**src/rtl/core/devu_pkg.sv**
```systemverilog
package devu_pkg;

	localparam int FREQ_W     = 27;
	localparam int CURSOR_W   = 3;
	localparam int NUM_DIGITS = 8;
	localparam int DIG_W      = (NUM_DIGITS > 1) ? $clog2(NUM_DIGITS) : 1;
	localparam int STEP_W     = $clog2(10 ** (NUM_DIGITS - 1) + 1);
	localparam int SUM_W      = ((STEP_W > FREQ_W) ? STEP_W : FREQ_W) + 1;

	localparam logic [FREQ_W-1:0] FREQ_LIMIT_RST = FREQ_W'(100000000);
	localparam logic [FREQ_W-1:0] FREQ0_RST      = FREQ_W'(0);
	localparam logic [FREQ_W-1:0] FREQ1_RST      = FREQ_W'(50);
	localparam logic [DIG_W-1:0]  DIG_RST        = DIG_W'(1);

	// decoded step, two's complement
	localparam logic [1:0] DIR_NONE = 2'b00;
	localparam logic [1:0] DIR_UP   = 2'b01;
	localparam logic [1:0] DIR_DOWN = 2'b11;

	// encoder line pair {B, A}
	localparam logic [1:0] AB_NONE   = 2'b00;
	localparam logic [1:0] AB_B_ONLY = 2'b10;
	localparam logic [1:0] AB_BOTH   = 2'b11;

	function automatic logic [STEP_W-1:0] pow10(input int unsigned n);
		logic [STEP_W-1:0] p;
		p = STEP_W'(1);
		for (int unsigned i = 0; i < n; i++) begin
			p = STEP_W'(p * STEP_W'(10));
		end
		return p;
	endfunction

endpackage

```
**src/rtl/core/encoder_decimal_value_editor_unit.sv**
```systemverilog
// Rotary encoder decimal value editor.
//
// Slave stream: one transfer per sampled tick of the encoder lines, with the
// digit-shift press and the phase-mode flag in s_axis_tdata and the edited
// register index in s_axis_tuser. Master stream: exactly one result per input
// transfer, in order: decoded direction, update strobe, the selected value in
// tenths of a hertz and the cursor digit in m_axis_tdata, register index in
// m_axis_tuser.
// The user must write the ceiling (cfg_wr_en/cfg_wr_data) only while the block is idle; the block does not check.
// An item passes through an input register, the decode and add/clamp logic, then
// the output register. Throughput is one transfer per cycle while the receiver
// does not stall; the stored values and cursor are updated in the same cycle that
// moves an item to the output register, so the next item sees them at once.
// When the receiver stalls, the output register holds and the input register
// fills; s_axis_tready then drops until the output is taken.
// Reset (arst_n low) empties both registers, sets the cursor to digit 1, the
// stored values to 0 and 50, and the ceiling to 100000000.
module encoder_decimal_value_editor_unit (
	input  logic                         clk,
	input  logic                         arst_n,
	input  logic                         cfg_wr_en,
	input  logic [devu_pkg::FREQ_W-1:0]  cfg_wr_data,   // freq_limit
	input  logic                         s_axis_tvalid,
	output logic                         s_axis_tready,
	input  logic [7:0]                   s_axis_tdata,  // line_a, line_b, digit_shift, edit_phase, 0
	input  logic                         s_axis_tuser,  // register_select
	output logic                         m_axis_tvalid,
	input  logic                         m_axis_tready,
	output logic [39:0]                  m_axis_tdata,  // direction[1:0], update, freq_tenths[26:0], cursor_digit[2:0], 0
	output logic                         m_axis_tuser   // register_out
);

	localparam int FW = devu_pkg::FREQ_W;
	localparam int DW = devu_pkg::DIG_W;
	localparam int SW = devu_pkg::SUM_W;
	localparam int PW = devu_pkg::STEP_W;
	localparam int CW = devu_pkg::CURSOR_W;
	localparam int ND = devu_pkg::NUM_DIGITS;

	// input register
	logic             valid_s1;
	logic             line_a_s1;
	logic             line_b_s1;
	logic             shift_s1;
	logic             phase_s1;
	logic             sel_s1;

	// output register
	logic             valid_s2;
	logic [1:0]       dir_s2;
	logic             update_s2;
	logic             sel_s2;
	logic [FW-1:0]    freq_s2;
	logic [CW-1:0]    cursor_s2;

	// editor state
	logic [FW-1:0]    freq_limit_q;
	logic             last_a_q;
	logic [1:0]       last_ab_q;
	logic [DW-1:0]    digit_q;
	logic [FW-1:0]    freq_q [2];

	logic             advance;
	logic             fire;

	logic [PW-1:0]    step_lut [ND];
	logic [DW-1:0]    digit_nxt;
	logic [1:0]       now_ab;
	logic             a_change;
	logic [1:0]       dir;
	logic [1:0]       last_ab_nxt;
	logic [FW-1:0]    v_cur;
	logic [PW-1:0]    step;
	logic [SW-1:0]    v_ext;
	logic [SW-1:0]    p_ext;
	logic [SW-1:0]    v_new;
	logic [FW-1:0]    v_clamp;
	logic             write_en;
	logic [FW-1:0]    freq_res;
	logic [DW+CW-1:0] digit_ext;

	genvar gi;
	generate
		for (gi = 0; gi < ND; gi++) begin : g_lut
			assign step_lut[gi] = devu_pkg::pow10(gi);
		end
	endgenerate

	assign advance       = !valid_s2 || m_axis_tready;
	assign fire          = valid_s1 && advance;
	assign s_axis_tready = !valid_s1 || advance;

	always_comb begin
		// cursor shift comes before this tick's step
		digit_nxt = digit_q;
		if (shift_s1) begin
			if (digit_q == '0 || {1'b0, digit_q} >= (DW+1)'(ND)) begin
				digit_nxt = DW'(ND - 1);
			end else begin
				digit_nxt = digit_q - DW'(1);
			end
		end

		now_ab      = {line_b_s1, line_a_s1};
		a_change    = line_a_s1 != last_a_q;
		dir         = devu_pkg::DIR_NONE;
		last_ab_nxt = last_ab_q;
		if (a_change) begin
			if (now_ab == devu_pkg::AB_BOTH) begin
				if (last_ab_q == devu_pkg::AB_B_ONLY) begin
					dir = devu_pkg::DIR_DOWN;
				end else if (last_ab_q == devu_pkg::AB_NONE) begin
					dir = devu_pkg::DIR_UP;
				end
			end
			last_ab_nxt = now_ab;
		end

		v_cur = freq_q[sel_s1];
		step  = ({1'b0, digit_nxt} < (DW+1)'(ND)) ? step_lut[digit_nxt] : '0;
		v_ext = SW'(v_cur);
		p_ext = SW'(step);

		case (dir)
			devu_pkg::DIR_DOWN: v_new = (p_ext > v_ext) ? '0 : v_ext - p_ext;
			devu_pkg::DIR_UP:   v_new = v_ext + p_ext;
			default:            v_new = v_ext;
		endcase

		v_clamp  = (v_new >= SW'(freq_limit_q)) ? freq_limit_q : v_new[FW-1:0];
		write_en = !phase_s1 && !(dir == devu_pkg::DIR_DOWN && v_cur == '0);
		freq_res = write_en ? v_clamp : v_cur;

		digit_ext = {{CW{1'b0}}, digit_nxt};
	end

	always_ff @(posedge clk or negedge arst_n) begin
		if (!arst_n) begin
			valid_s1 <= 1'b0;
		end else if (s_axis_tready) begin
			valid_s1 <= s_axis_tvalid;
		end
	end

	always_ff @(posedge clk) begin
		if (s_axis_tvalid && s_axis_tready) begin
			line_a_s1 <= s_axis_tdata[0];
			line_b_s1 <= s_axis_tdata[1];
			shift_s1  <= s_axis_tdata[2];
			phase_s1  <= s_axis_tdata[3];
			sel_s1    <= s_axis_tuser;
		end
	end

	always_ff @(posedge clk or negedge arst_n) begin
		if (!arst_n) begin
			valid_s2 <= 1'b0;
		end else if (advance) begin
			valid_s2 <= valid_s1;
		end
	end

	always_ff @(posedge clk) begin
		if (fire) begin
			dir_s2    <= dir;
			update_s2 <= dir != devu_pkg::DIR_NONE && !phase_s1;
			sel_s2    <= sel_s1;
			freq_s2   <= freq_res;
			cursor_s2 <= digit_ext[CW-1:0];
		end
	end

	always_ff @(posedge clk or negedge arst_n) begin
		if (!arst_n) begin
			freq_limit_q <= devu_pkg::FREQ_LIMIT_RST;
			last_a_q     <= 1'b0;
			last_ab_q    <= devu_pkg::AB_NONE;
			digit_q      <= devu_pkg::DIG_RST;
			freq_q[0]    <= devu_pkg::FREQ0_RST;
			freq_q[1]    <= devu_pkg::FREQ1_RST;
		end else begin
			if (cfg_wr_en) begin
				freq_limit_q <= cfg_wr_data;
			end
			if (fire) begin
				last_a_q        <= line_a_s1;
				last_ab_q       <= last_ab_nxt;
				digit_q         <= digit_nxt;
				freq_q[sel_s1]  <= freq_res;
			end
		end
	end

	assign m_axis_tvalid = valid_s2;
	assign m_axis_tdata  = {7'b0, cursor_s2, freq_s2, update_s2, dir_s2};
	assign m_axis_tuser  = sel_s2;

	// update is only ever raised with a real step
	a_update_has_step: assert property (@(posedge clk) disable iff (!arst_n)
		(valid_s2 && update_s2) |-> (dir_s2 != devu_pkg::DIR_NONE))
		else $error("update without a decoded step");

	// cursor never leaves the digit range
	a_cursor_range: assert property (@(posedge clk) disable iff (!arst_n)
		{1'b0, digit_q} < (DW+1)'(ND))
		else $error("cursor digit out of range");

	// an empty output register never blocks the input side
	a_ready_when_empty: assert property (@(posedge clk) disable iff (!arst_n)
		!valid_s2 |-> s_axis_tready)
		else $error("input stalled with empty output register");

	// editor state other than the ceiling moves only when an item is retired into the output register
	a_state_hold: assert property (@(posedge clk) disable iff (!arst_n)
		!fire |=> ($stable(digit_q) && $stable(last_a_q) && $stable(last_ab_q)))
		else $error("editor state changed without a transfer");

endmodule
```
**config.mk**
```make
export PLATFORM = sky130hd
export DESIGN_NAME = encoder_decimal_value_editor_unit
export DESIGN_NICKNAME = d
export VERILOG_FILES = /design/src/rtl/core/devu_pkg.sv /design/src/rtl/core/encoder_decimal_value_editor_unit.sv
export SDC_FILE = /design/constraint.sdc
export NUM_CORES = 1
export LEC_CHECK = 0
export BUFFER_PORTS_ARGS = -buffer_cell sky130_fd_sc_hd__buf_2
export CAP_MARGIN = 25
export CELL_PAD_IN_SITES_DETAIL_PLACEMENT = 1
export CELL_PAD_IN_SITES_GLOBAL_PLACEMENT = 1
export CORE_MARGIN = 2
export CORE_UTILIZATION = 50
export CTS_CLUSTER_SIZE = 40
export DETAILED_ROUTE_END_ITERATION = 10
export GPL_ROUTABILITY_DRIVEN = 0
export MAX_ROUTING_LAYER = met4
export PLACE_DENSITY = 0.95
export SLEW_MARGIN = 5
export SYNTH_ARGS = -nofsm -noshare
export SYNTH_HDL_FRONTEND = slang
export SYNTH_SLANG_ARGS = --single-unit
```
**constraint.sdc**
```tcl
create_clock -name clk -period 10.64 [get_ports clk]
set_input_delay 2.128 -clock clk [delete_from_list [all_inputs] [get_ports clk]]
set_output_delay 2.128 -clock clk [all_outputs]
set_load 0.01 [all_outputs]
```
* Yosys cells after proc, flatten, opt, wreduce, memory -nomap -nowiden
Memory sizes are Yosys's and may differ from the RTL's.
Index checks and enable logic that the tools add are counted.
** Word-level totals
- Bits in latches :: 0
- RAM bits :: 0
- Memories kept :: 1
- Output and inout port bits :: 43
- Register bits after elaboration :: 128
- Logic and storage cells :: 69
- ROM bits :: 192
** Operators by class
- Multipliers :: 0
- Reductions and logical operators :: 17
- Muxes and demuxes :: 18
- Eq/ne operators :: 5
- Bitwise operators :: 2
- Div/mod/pow operators :: 0
- Shifts and indexed selects :: 0
- Add/sub/neg operators :: 3
- $lt $le $gt $ge :: 5
** Memories
- (no name shown) :: words 8, bits a word 24, read ports 1, clocked after Yosys merged registers in 0, write ports 0, RTL line encoder_decimal_value_editor_unit.sv:120 : step = ({1'b0, digit_nxt} < (DW+1)'(ND)) ? step_lut[digit_nxt] : '0;
** Operators with widths (number)
- two-way mux 27 bit :: 6
- case mux 28 bit (2 select lines) :: 1
- bitwise mux 54 bit :: 1
- two-way mux 24 bit :: 2
- adder 27 x 24 -> 28 bit :: 1
- greater-or-equal comparator 28 x 27 -> 1 bit :: 1
- two-way mux 28 bit :: 1
- subtractor 27 x 24 -> 28 bit :: 1
- demux 27 bit (select 1 bit) :: 1
- greater-than comparator 24 x 27 -> 1 bit :: 1
- zero test 27 bit :: 1
- equality test 2 bit (second input constant) :: 3
- logical AND 1 bit :: 6
- two-way mux 2 bit :: 3
- two-way mux 3 bit :: 2
- greater-or-equal comparator 4 bit (second input constant) :: 1
- zero test 1 bit :: 4
- NOT 3 -> 4 bit :: 1
- zero test 3 bit :: 1
- subtractor 3 x 1 -> 3 bit (second input constant) :: 1
- equality test 2 x 1 -> 1 bit (second input constant) :: 1
- greater-or-equal comparator 2 bit (second input constant) :: 1
- zero test 2 bit :: 1
- logical OR 1 bit :: 2
- 6 further kinds :: 6

* Longest topological paths before layout
Gate-level depths: netlist of the first run.
- Depth in word-level cells :: 14
- Gate-level depth with buffers :: 33

* Worst setup path before layout of the first run
OpenSTA, ideal clock, no wires.
- Path kind :: register -> register
- Start :: register digit_q[0]
- End :: register freq_s2[16], data pin
- Required time :: 10.369 ns
- Slack :: 4.492 ns
- Buffers on the path :: 5
- Arrival time :: 5.877 ns
- Clock period less this slack :: 6.148 ns
- Stages on the path, launching flop included :: 30
- Library setup time :: 0.271 ns
- Cell sequence :: dfstp_2 -> inv_1 -> ha_1 -> a31o_2 -> inv_1 -> clkbuf_1 -> nand2_1 -> ha_1 -> clkbuf_1 -> nand3_1 -> or2_2 -> a211oi_1 -> a211oi_1 -> o21ai_0 -> xor2_1 -> a221oi_1 -> nor2_1 -> ha_1 -> a2111oi_0 -> o21ai_0 -> o211ai_1 -> o211a_1 -> o21ai_0 -> a41o_1 -> buf_2 -> or2_1 -> buf_4 -> buf_4 -> a21oi_1 -> a22oi_1
** On the way
- Cells in the longest elaborated chain, start to end :: 13
- Elaborated cells between the ends (all ways) :: 16
- Those cells by class :: add/sub: 3; order compare: 2; mux: 8; bitwise: 1; reduce/logical: 1; memory: 1
** Ends and longest elaborated chain
- from (decl) :: RTL line encoder_decimal_value_editor_unit.sv:60 : logic [DW-1:0] digit_q;
- from (signal assigned) :: RTL line encoder_decimal_value_editor_unit.sv:178 : digit_q <= devu_pkg::DIG_RST;
- from (signal assigned) :: RTL line encoder_decimal_value_editor_unit.sv:188 : digit_q <= digit_nxt;
- subtractor 3 x 1 -> 3 bit or zero test 3 bit (tied branches) :: RTL line encoder_decimal_value_editor_unit.sv:100, encoder_decimal_value_editor_unit.sv:97
- two-way mux 3 bit (*) :: RTL line encoder_decimal_value_editor_unit.sv:97 : if (digit_q == '0 || {1'b0, digit_q} >= (DW+1)'(ND)) begin
- two-way mux 3 bit (*) :: RTL line encoder_decimal_value_editor_unit.sv:96 : if (shift_s1) begin
- net digit_nxt[2] :: RTL line encoder_decimal_value_editor_unit.sv:67 : logic [DW-1:0] digit_nxt;
- NOT 3 -> 4 bit (not written as such) (*) :: RTL line encoder_decimal_value_editor_unit.sv:120
- memory read (8 x 24 bit) (*)
- two-way mux 24 bit (not written as such) (*) (2 in series) :: RTL line encoder_decimal_value_editor_unit.sv:120
- subtractor 27 x 24 -> 28 bit or greater-than comparator 24 x 27 -> 1 bit (tied branches) :: RTL line encoder_decimal_value_editor_unit.sv:125 : devu_pkg::DIR_DOWN: v_new = (p_ext > v_ext) ? '0 : v_ext - p_ext;
- two-way mux 28 bit :: RTL line encoder_decimal_value_editor_unit.sv:125
- case mux 28 bit (2 select lines) (*) :: RTL line encoder_decimal_value_editor_unit.sv:124 : case (dir)
- greater-or-equal comparator 28 x 27 -> 1 bit :: RTL line encoder_decimal_value_editor_unit.sv:130 : v_clamp = (v_new >= SW'(freq_limit_q)) ? freq_limit_q : v_new[FW-1:0];
- two-way mux 27 bit (*) :: RTL line encoder_decimal_value_editor_unit.sv:130
- two-way mux 27 bit (*) :: RTL line encoder_decimal_value_editor_unit.sv:132 : freq_res = write_en ? v_clamp : v_cur;
- net freq_res[16] :: RTL line encoder_decimal_value_editor_unit.sv:79 : logic [FW-1:0] freq_res;
- to (signal assigned) :: RTL line encoder_decimal_value_editor_unit.sv:168 : freq_s2 <= freq_res;
- to (decl) :: RTL line encoder_decimal_value_editor_unit.sv:53 : logic [FW-1:0] freq_s2;
Mark *: on every way through the listed nets, which the timed path passes. The rest lies on a longest branch. The select of a mux whose other input is x is not followed.
A chain may end at the register's enable or synchronous reset.

* Worst setup path after layout of the first run
- Start :: register sel_s1
- End :: register freq_q[36] (netlist bit)
** On the way
- Cells in the longest elaborated chain, start to end :: 11
- Elaborated cells between the ends (all ways) :: 22
- Those cells by class :: add/sub: 2; order compare: 4; mux: 10; bitwise: 1; reduce/logical: 5
** Ends and longest elaborated chain
- from (decl) :: RTL line encoder_decimal_value_editor_unit.sv:46 : logic sel_s1;
- from (signal assigned) :: RTL line encoder_decimal_value_editor_unit.sv:151 : sel_s1 <= s_axis_tuser;
- NOT 1 -> 2 bit (not written as such) (*) :: RTL line encoder_decimal_value_editor_unit.sv:119, encoder_decimal_value_editor_unit.sv:189
- two-way mux 27 bit (not written as such) (3 in series) :: RTL line encoder_decimal_value_editor_unit.sv:119 : v_cur = freq_q[sel_s1];
- subtractor 27 x 24 -> 28 bit or greater-than comparator 24 x 27 -> 1 bit (tied branches) :: RTL line encoder_decimal_value_editor_unit.sv:125
- two-way mux 28 bit :: RTL line encoder_decimal_value_editor_unit.sv:125
- case mux 28 bit (2 select lines) :: RTL line encoder_decimal_value_editor_unit.sv:124
- greater-or-equal comparator 28 x 27 -> 1 bit :: RTL line encoder_decimal_value_editor_unit.sv:130
- two-way mux 27 bit :: RTL line encoder_decimal_value_editor_unit.sv:130
- two-way mux 27 bit :: RTL line encoder_decimal_value_editor_unit.sv:132
- bitwise mux 54 bit (*) :: RTL line encoder_decimal_value_editor_unit.sv:189 : freq_q[sel_s1] <= freq_res;
- to (signal, indexed assignment) :: RTL line encoder_decimal_value_editor_unit.sv:189
- to (decl) :: RTL line encoder_decimal_value_editor_unit.sv:61 : logic [FW-1:0] freq_q [2];
Every way passes the cells marked *; elsewhere a longest branch is shown, timed or not. The select of a mux whose other input is x is not followed.

==> results.cfg, run 1 <==
[cells_and_area]
syn_to_final_growth_pct = 10.9
finalNetCount = 1309
multi_input_area_um2 = 5890
seqCellArea_um2 = 3420
fillers = 2307
drive_gt1_share_pct = 16.4

[sta]
finClkSkew_ps = 15.3
setup_tns_ps = 0
worstMarginPinSlew_ps = 1170
hold_violations = 0
fmax_ghz = 0.0988
max-slew-margin-rel_pct = 22.2
whs_ps = 492
post-route-period-util_pct = 95.1
final.min_clock_period_ps = 10120
slew_viol_final = 0
setup_violations = 0
rsz0062_at_grt = false

[synthesis]
yosys-top-cells-count = 133 x nand2_1, 109 x o21ai_0, 83 x inv_1
syn_inst = 1144
yosys_warnings = 0
yosysMostFrequentCell = nand2_1
synthTopCellsByArea = dfrtp_1 18%, edfxtp_1 12%, ha_1 9.7%, o21ai_0 5.5%, nand2_1 5.0%
synth_edf_count = 39
seq_area_frac_synth_pct = 34.4
synth_flop_cell = dfrtp_1
ys_ff_latch = 128
synth_area_leader_cell = dfrtp_1
ys_types = 95
syn-cell-area_um2 = 9950
async_flop_share_pct = 69.5
synth.avg_cell_area_um2 = 8.70
synth_top_area_share_pct = 18.4

[pwr]
p_int_uw = 1970
leakage_uw = 0.00493
swShare_pct = 55.7
comb_power_share_pct = 67.4
pwr-share-seq_pct = 18.9
peakVddDrop_mv = 0.241
pwr-share-clk_pct = 13.7
p_per_area_nw_per_um2 = 404
p_sw_uw = 2480

[routing]
antenna_left = 0
vias = 10822
routedWlPerCell_um = 30.6
route.detailed.drc = 0
viasPerCell = 7.35
drt-initial-drc-count = 1852
routed_wl_mm = 45.1
first_pass_iters = 7

[setup_path]
crit_required_ps = 10900
cp-end-kind = register
r2r_slack_ps = 520
crit_type = register to register
crit_fanout = 19
worstSetupStartpointType = register
critPathArrivalTime_ps = 10370

[global_routing]
antenna_found_initial = 4
grt_max_degree = 54
grt_pass1_vias = 11233
grt_pass1_wl_mm = 68.1
track_usage_pct = 43.6
overflow = 0

[clocking]
ctsLongestPathBuffers = 2
clock_sinks = 128
path_clk_slew_ps = 70
cts_resized = 0
clkLatencyLatePin_ps = 460
cts_tree = done
h-tree-depth = 4
postCtsSetupRepairBufs = 0
ctsHoldBuffers = 0
root_buffer = clkbuf_16
cts_inserted_buffers = 17

[die]
initial_utilization_pct = 51.0
fp.dieH_um = 145
coreArea_um2 = 19500
row_count = 51
die-width_um = 145
dieArea_um2 = 21000
ioPinCount = 84

[run_status]
run_status = completed

[job]
maxCapViolations = 0

[min_path]
hp-class = register to register

[placed_design]
place_hpwl_mm = 26.9
numPortBuffers = 72
-- kinds of logic (layout without fill, tap and decap cells) --
| group | Yosys count | after routing | share of synthesized area, % |
|---|---|---|---|
| xor+xnor | 28 | 28 | 2.46 |
| buf+inv | 150 | 202 | 6.71 |
| mux | 56 | 56 | 6.22 |
| flops | 128 | 128 | 34.4 |
| other cells | 1 | 13 | 0.0377 |
| compound gates | 366 | 366 | 23.8 |
| fa+ha+maj | 79 | 79 | 10.1 |
| simple gates | 336 | 336 | 16.3 |
-- flip-flops by register name (all words and copies together), names as in the netlist --
| signal | count |
|---|---|
| freq_q | 54 |
| freq_limit_q | 27 |
| freq_s2 | 27 |
| cursor_s2 | 3 |
| digit_q | 3 |
| dir_s2 | 2 |
| last_ab_q | 2 |
| last_a_q | 1 |
| line_a_s1 | 1 |
| line_b_s1 | 1 |
| m_axis_tuser | 1 |
| m_axis_tvalid | 1 |
| phase_s1 | 1 |
| sel_s1 | 1 |
| shift_s1 | 1 |
| update_s2 | 1 |
| valid_s1 | 1 |
-- cell usage in the layout (no fill, tap or decap), drive strengths merged, types with 14 or more instances in the layout --
cell type,count
nor2b,14
inv,94
mux2i,31
nand2,135
edfxtp,39
xnor2,22
mux2,25
nand3,14
buf,83
clkbuf,18
o21ai,136
nand2b,15
a31oi,16
nor2,75
dfstp,16
dfrtp,73
ha,77
a21oi,75
nor3,23
-- layout make-up --
class / instances / share of cell area, %
multi-input combinational: 872 / 53.4
sequential: 128 / 31.0
timing repair buffer: 84 / 4.42
clock buffer: 17 / 3.86
tap: 265 / 3.01
inverter: 86 / 2.93
clock inverter: 15 / 1.32
antenna: 6 / 0.136
-- path summary, 6_finish.rpt --
path,startpoint,end,cells past startpoint
max,sel_s1$_DFFE_PP_,freq_q[36]$_DFFE_PN0P_,22
min,freq_q[9]$_DFFE_PN0P_,freq_q[9]$_DFFE_PN0P_,2
max reg2reg,sel_s1$_DFFE_PP_,freq_q[36]$_DFFE_PN0P_,22
min reg2reg,freq_q[9]$_DFFE_PN0P_,freq_q[9]$_DFFE_PN0P_,2
max in group asynchronous,arst_n,freq_q[4]$_DFFE_PN1P_,3
min in group asynchronous,arst_n,freq_q[45]$_DFFE_PN0P_,1
-- critical path, stage by stage (launching register included) --
cell       delay (ps)
edfxtp_1         1120
buf_4             470
mux2i_1           810
inv_1             280
ha_1              390
nor2b_1           180
o2111ai_1         440
nand4_1           310
a211oi_1          590
o21ai_0           320
xor2_1            230
a221oi_1          740
nor2_1            140
ha_1              330
a2111oi_0         450
o21ai_0           200
o211ai_1          190
o211a_1           240
o21ai_0           150
a41o_1            530
nor2_2            880
mux2i_1           570
o21ai_0           310
-- power groups by stage --
stage / combinational (uW) / sequential, uW / clock, uW
2_1_floorplan: 1850 / 789 / 0
3_3_place_gp: 2370 / 795 / 0
3_5_place_dp: 2540 / 816 / 0
4_1_cts: 2740 / 823 / 596
5_1_grt: 3110 / 848 / 619
6_report: 3000 / 841 / 611
-- metrics by stage --
stage                     total power (uW)  cells  util (%)  cell area, um^2  worst slack (ps)
after detailed placement              3360   1432      53.3            10400              1620
final                                 4460   1473      56.5            11000               522
after global placement                3170   1431      53.2            10400              2170
after floorplan                       2640   1150         -             9970              4490
after CTS                             4160   1464      56.2            11000              1120
after global routing                  4580   1472      56.5            11000               480
-- layer usage --
metal	part of all wire (%)	up-vias	global-route usage, %
li1	-	4212	-
met1	32	5112	45.3
met2	45	1022	66.5
met3	12	476	16.2
met4	11	0	35.1
met5	0	-	-
(Power assumes the default switching activity.)
==> inputs of run 2 (changes only) <==
Settings changed: CORE_MARGIN 2 to not set.
==> run 2 against run 1 <==
  * Register-to-register slack gained 600 ps
  * Sequential power shrank 0.6%
  * Core utilization grew 0.13 points
  * Global-route usage grew 2.3 points
  * Critical path type unchanged
  * Highest routed layer unchanged
==> results.cfg, run 2 (same netlist as run 1, synthesis figures left out) <==
[die]
die-width_um = 143
row_count = 51
coreArea_um2 = 19500
dieArea_um2 = 20500
initial_utilization_pct = 51.1
fp.dieH_um = 143
ioPinCount = 84

[cells_and_area]
stdcell_count = 1471
final_common_cell = nand2_1
drive_gt1_share_pct = 16.5
largest_register = freq_q
mostFrequentLayoutCells = 133 x nand2_1, 109 x o21ai_0, 83 x inv_1
finalNetCount = 1309
post-route-util_pct = 56.6
largest_reg_flops = 54
fillers = 2262
largest_registers = freq_q x54, freq_limit_q x27, freq_s2 x27
syn_to_final_growth_pct = 10.8

[sta]
setup_tns_ps = 0
finClkSkew_ps = 19.4
max-slew-margin-rel_pct = 29.0
hold_violations = 0
post-route-period-util_pct = 89.5
slew_viol_final = 0
final.min_clock_period_ps = 9520
fmax_ghz = 0.105
worstMarginPinSlew_ps = 1060
rsz0062_at_grt = false
setup_ws_ps = 1120
setup_violations = 0

[run_status]
run_status = completed

[setup_path]
crit_type = register to register
r2r_slack_ps = 1120
cp-end-kind = register
worstSetupStartpointType = register
crit_required_ps = 10830
r2r_cells = 24
r2r-start = digit_q[0]$_DFFE_PN1P_
r2r-end = freq_s2[8]$_DFFE_PP_
crit_fanout = 24
critPathArrivalTime_ps = 9710

[placed_design]
place_hpwl_mm = 26.7
numPortBuffers = 72
dp_slack_ps = 2220
placedCellCount = 1432

[pwr]
peakVddDrop_mv = 0.179
power_uw = 4360
p_per_area_nw_per_um2 = 395
leakage_uw = 0.00493

[clocking]
ctsHoldBuffers = 0
postCtsSetupRepairBufs = 0
cts_inserted_buffers = 17
path_clk_slew_ps = 70
ctsLongestPathBuffers = 2
cts_resized = 0
cts_tree = done
root_buffer = clkbuf_16
clkLatencyLatePin_ps = 470
h-tree-depth = 4
clock_sinks = 128

[global_routing]
grt_max_degree = 72
grt_pass1_vias = 11024
antenna_found_initial = 4
overflow = 0
grt_pass1_wl_mm = 66.2
track_usage_pct = 45.9

[min_path]
hp-start = freq_q[47]$_DFFE_PN0P_
min_to = freq_q[47]$_DFFE_PN0P_
hp-class = register to register
min_path_cells = 2

[job]
maxCapViolations = 0

[routing]
routed_wl_mm = 43.9
routedWlPerCell_um = 29.9
antenna_left = 0
drt-initial-drc-count = 1611
route.detailed.drc = 0
vias = 10584
viasPerCell = 7.20
first_pass_iters = 6
-- run 2: per-layer routing --
metal | GRT usage, % | up-vias | share of wire (%)
li1 | - | 4212 | -
met1 | 48.3 | 5016 | 35
met2 | 68.2 | 960 | 45
met3 | 18.1 | 396 | 12
met4 | 37.3 | 0 | 8.9
met5 | - | - | 0
-- run 2: layout make-up --
class | count | area, um^2 | area share (%)
Inverter | 86 | 323 | 2.93
Multi-Input combinational cell | 872 | 5890 | 53.4
Clock buffer | 17 | 425 | 3.86
Tap cell | 265 | 332 | 3.01
Timing Repair Buffer | 84 | 484 | 4.39
Sequential cell | 128 | 3420 | 31.0
Clock inverter | 15 | 144 | 1.31
Antenna cell | 4 | 10.0 | 0.0908
-- run 2: report_power, final --
| part | total [uW] | switching [uW] | internal (uW) |
|---|---|---|---|
| Sequential | 836 | 138 | 698 |
| Combinational | 2920 | 1980 | 942 |
| Clock | 598 | 288 | 310 |
-- run 2: how the worst max path moves through the flow --
stage	from	endpoint	slack, ps
floorplan	digit_q[0]$_DFFE_PN1P_	freq_s2[16]$_DFFE_PP_	4490
detailed placement	digit_q[0]$_DFFE_PN1P_	freq_s2[12]$_DFFE_PP_	2220
finish	digit_q[0]$_DFFE_PN1P_	freq_s2[8]$_DFFE_PP_	1120
global placement	digit_q[0]$_DFFE_PN1P_	freq_s2[12]$_DFFE_PP_	2520
global route	digit_q[0]$_DFFE_PN1P_	freq_s2[8]$_DFFE_PP_	1160
CTS	digit_q[0]$_DFFE_PN1P_	freq_s2[12]$_DFFE_PP_	1830
-- run 2: critical path, stage by stage, from the launching register on --
cell	delay, ps
dfstp_2	560
inv_1	70
ha_1	300
a21oi_1	500
ha_1	290
nand2_1	190
ha_1	640
inv_1	190
o31ai_1	680
a21oi_1	80
or3_1	420
nand3_1	340
nand2_1	420
o211ai_1	900
ha_1	240
nand2_1	80
a2111oi_0	830
a221oi_1	270
o211a_1	260
o21ai_0	80
a41o_1	670
or2_1	200
buf_4	320
o21ai_1	190
a21oi_1	480
-- run 2: per-stage QoR --
step	hold WS [ps]	instance area [um^2]
2_1_floorplan	444	9970
3_3_place_gp	456	10400
3_5_place_dp	468	10400
4_1_cts	503	11000
5_1_grt	520	11000
6_report	506	11000
==> inputs of run 3 (changes only) <==
Settings changed: CORE_MARGIN set to 2, CORE_UTILIZATION 50 to 47, PLACE_DENSITY 0.95 to 0.91.
Clock period 10.64 ns to 8.96 ns, I/O delays scaled along.
==> run 3 against run 2 <==
  * Hold slack worse by 33 ps
  * Via count down 6.2%
  * Combinational power up 13%
  * Global-route usage down 9.3 points
  * Flip-flop and latch count unchanged
  * Non-clock buffer count up 4
  * Fmax up 11%
  * Sequential power up 16%
  * Register-to-register slack worse by 720 ps
  * Largest cell class unchanged
  * Sequential share of layout area down 0.060 points
==> results.cfg, run 3 (same netlist as run 1, synthesis figures left out) <==
[run_status]
run_status = completed

[die]
dieArea_um2 = 22400
die-width_um = 150
fp.dieH_um = 150
initial_utilization_pct = 47.6
row_count = 53
coreArea_um2 = 20900
ioPinCount = 84

[min_path]
hp-start = freq_q[4]$_DFFE_PN1P_
min_path_cells = 2
hp-class = register to register
min_to = freq_q[4]$_DFFE_PN1P_

[cells_and_area]
fillers = 2496
n_antenna_cell = 0
post-route-util_pct = 52.9
largest_register = freq_q
fin_area_um2 = 11000
final_common_cell = nand2_1
largest_reg_flops = 54
multi_input_area_um2 = 5890
mostFrequentLayoutCells = 133 x nand2_1, 109 x o21ai_0, 83 x inv_1
drive_gt1_share_pct = 16.7
syn_to_final_growth_pct = 11.0
largest_registers = freq_q x54, freq_limit_q x27, freq_s2 x27
seqCellArea_um2 = 3420
finalNetCount = 1313

[pwr]
peakVddDrop_mv = 0.167
p_per_area_nw_per_um2 = 453
leakage_uw = 0.00495
power_uw = 5000

[setup_path]
crit_required_ps = 9160
r2r_slack_ps = 400
r2r-start = digit_q[0]$_DFFE_PN1P_
crit_top_cell = ha_1
max_stage_delay_ps = 770
critPathBufInv = 2
r2r_cells = 25
crit_fanout = 24
worstSetupStartpointType = register
startpoint = digit_q[0]$_DFFE_PN1P_
crit_path_top_delay_cell = or2_1
crit_family = compound AO/OA/AOI/OAI gates
crit_type = register to register
cp-end-kind = register
r2r-end = freq_s2[8]$_DFFE_PP_
critPathArrivalTime_ps = 8770
cp.depth = 25

[sta]
setup_violations = 0
slew_viol_final = 0
post-route-period-util_pct = 95.6
hold_violations = 0
max-slew-margin-rel_pct = 34.4
finClkSkew_ps = 15.3
final.min_clock_period_ps = 8560
fmax_ghz = 0.117
rsz0062_at_grt = false
setup_tns_ps = 0
whs_ps = 472
worstMarginPinSlew_ps = 974

[routing]
antenna_left = 0
drt-initial-drc-count = 1096
viasPerCell = 6.70
routed_wl_mm = 39.0
first_pass_iters = 6
routedWlPerCell_um = 26.4
route.detailed.drc = 0
vias = 9928

[clocking]
cts_inserted_buffers = 17
root_buffer = clkbuf_16
h-tree-depth = 4
cts_resized = 0
ctsLongestPathBuffers = 2
path_clk_slew_ps = 70
ctsHoldBuffers = 0
postCtsSetupRepairBufs = 0
cts_tree = done
clkLatencyLatePin_ps = 450
clock_sinks = 128

[job]
maxCapViolations = 0

[placed_design]
numPortBuffers = 72
place_hpwl_mm = 25.9
place_area_um2 = 10500

[global_routing]
overflow = 0
antenna_found_initial = 0
track_usage_pct = 36.6
grt_max_degree = 67
grt_pass1_wl_mm = 60.2
grt_pass1_vias = 10360
-- run 3: cell count changes in the layout (fill, tap and decap cells not counted), sizes merged --
cell,previous run,this run
clkbuf,17,20
clkinv,5,4
inv,95,92
diode,4,0
bufinv,0,1
buf,84,88
-- run 3: how the worst max path moves through the flow --
stage	slack (ps)	end
floorplan	2810	freq_s2[16]$_DFFE_PP_
global placement	1270	freq_s2[15]$_DFFE_PP_
detailed placement	990	freq_s2[8]$_DFFE_PP_
CTS	810	freq_q[38]$_DFFE_PN0P_
global route	120	freq_s2[11]$_DFFE_PP_
finish	400	freq_s2[8]$_DFFE_PP_
-- run 3: area by class of cell --
type | instances | share of cell area (%)
tap | 275 | 3.12
multi-input combinational | 872 | 53.3
timing repair buffer | 88 | 4.37
inverter | 86 | 2.92
clock inverter | 12 | 1.10
clock buffer | 20 | 4.24
sequential | 128 | 31.0
-- run 3: worst reg2reg max path, stage by stage, from the launching register on --
cell and delay (ps):
dfstp_2 560, inv_1 70, ha_1 300, a21oi_1 470
inv_1 230, ha_1 250, and2_1 190, ha_1 240
fa_1 420, and2b_1 350, o2111ai_2 230, a31oi_1 300
o21ai_1 170, nand3_1 330, nand2_1 380, o311ai_1 720
ha_1 240, nand4_1 130, a2111oi_0 510, a221oi_1 200
o211a_1 240, o21ai_0 110, a41o_1 210, or2_1 770
o21ai_1 280, a21oi_1 420
-- run 3: power by group --
group / switching (uW) / internal, uW
clock network: 318 / 413
logic: 2180 / 1120
registers: 139 / 828
-- run 3: metal layers --
metal | global-route usage [%] | up-vias | routed length, um
li1 | - | 4214 | -
met1 | 42.2 | 4845 | 14500
met2 | 57.9 | 640 | 18400
met3 | 6.59 | 229 | 3230
met4 | 25.5 | 0 | 2990
met5 | - | - | 0
-- run 3: per-stage QoR --
| stage | worst slack (ps) | cells |
|---|---|---|
| 5_1_grt | 125 | 1481 |
| 3_3_place_gp | 1270 | 1449 |
| 6_report | 395 | 1481 |
| 2_1_floorplan | 2810 | 1150 |
| 3_5_place_dp | 993 | 1449 |
| 4_1_cts | 815 | 1481 |
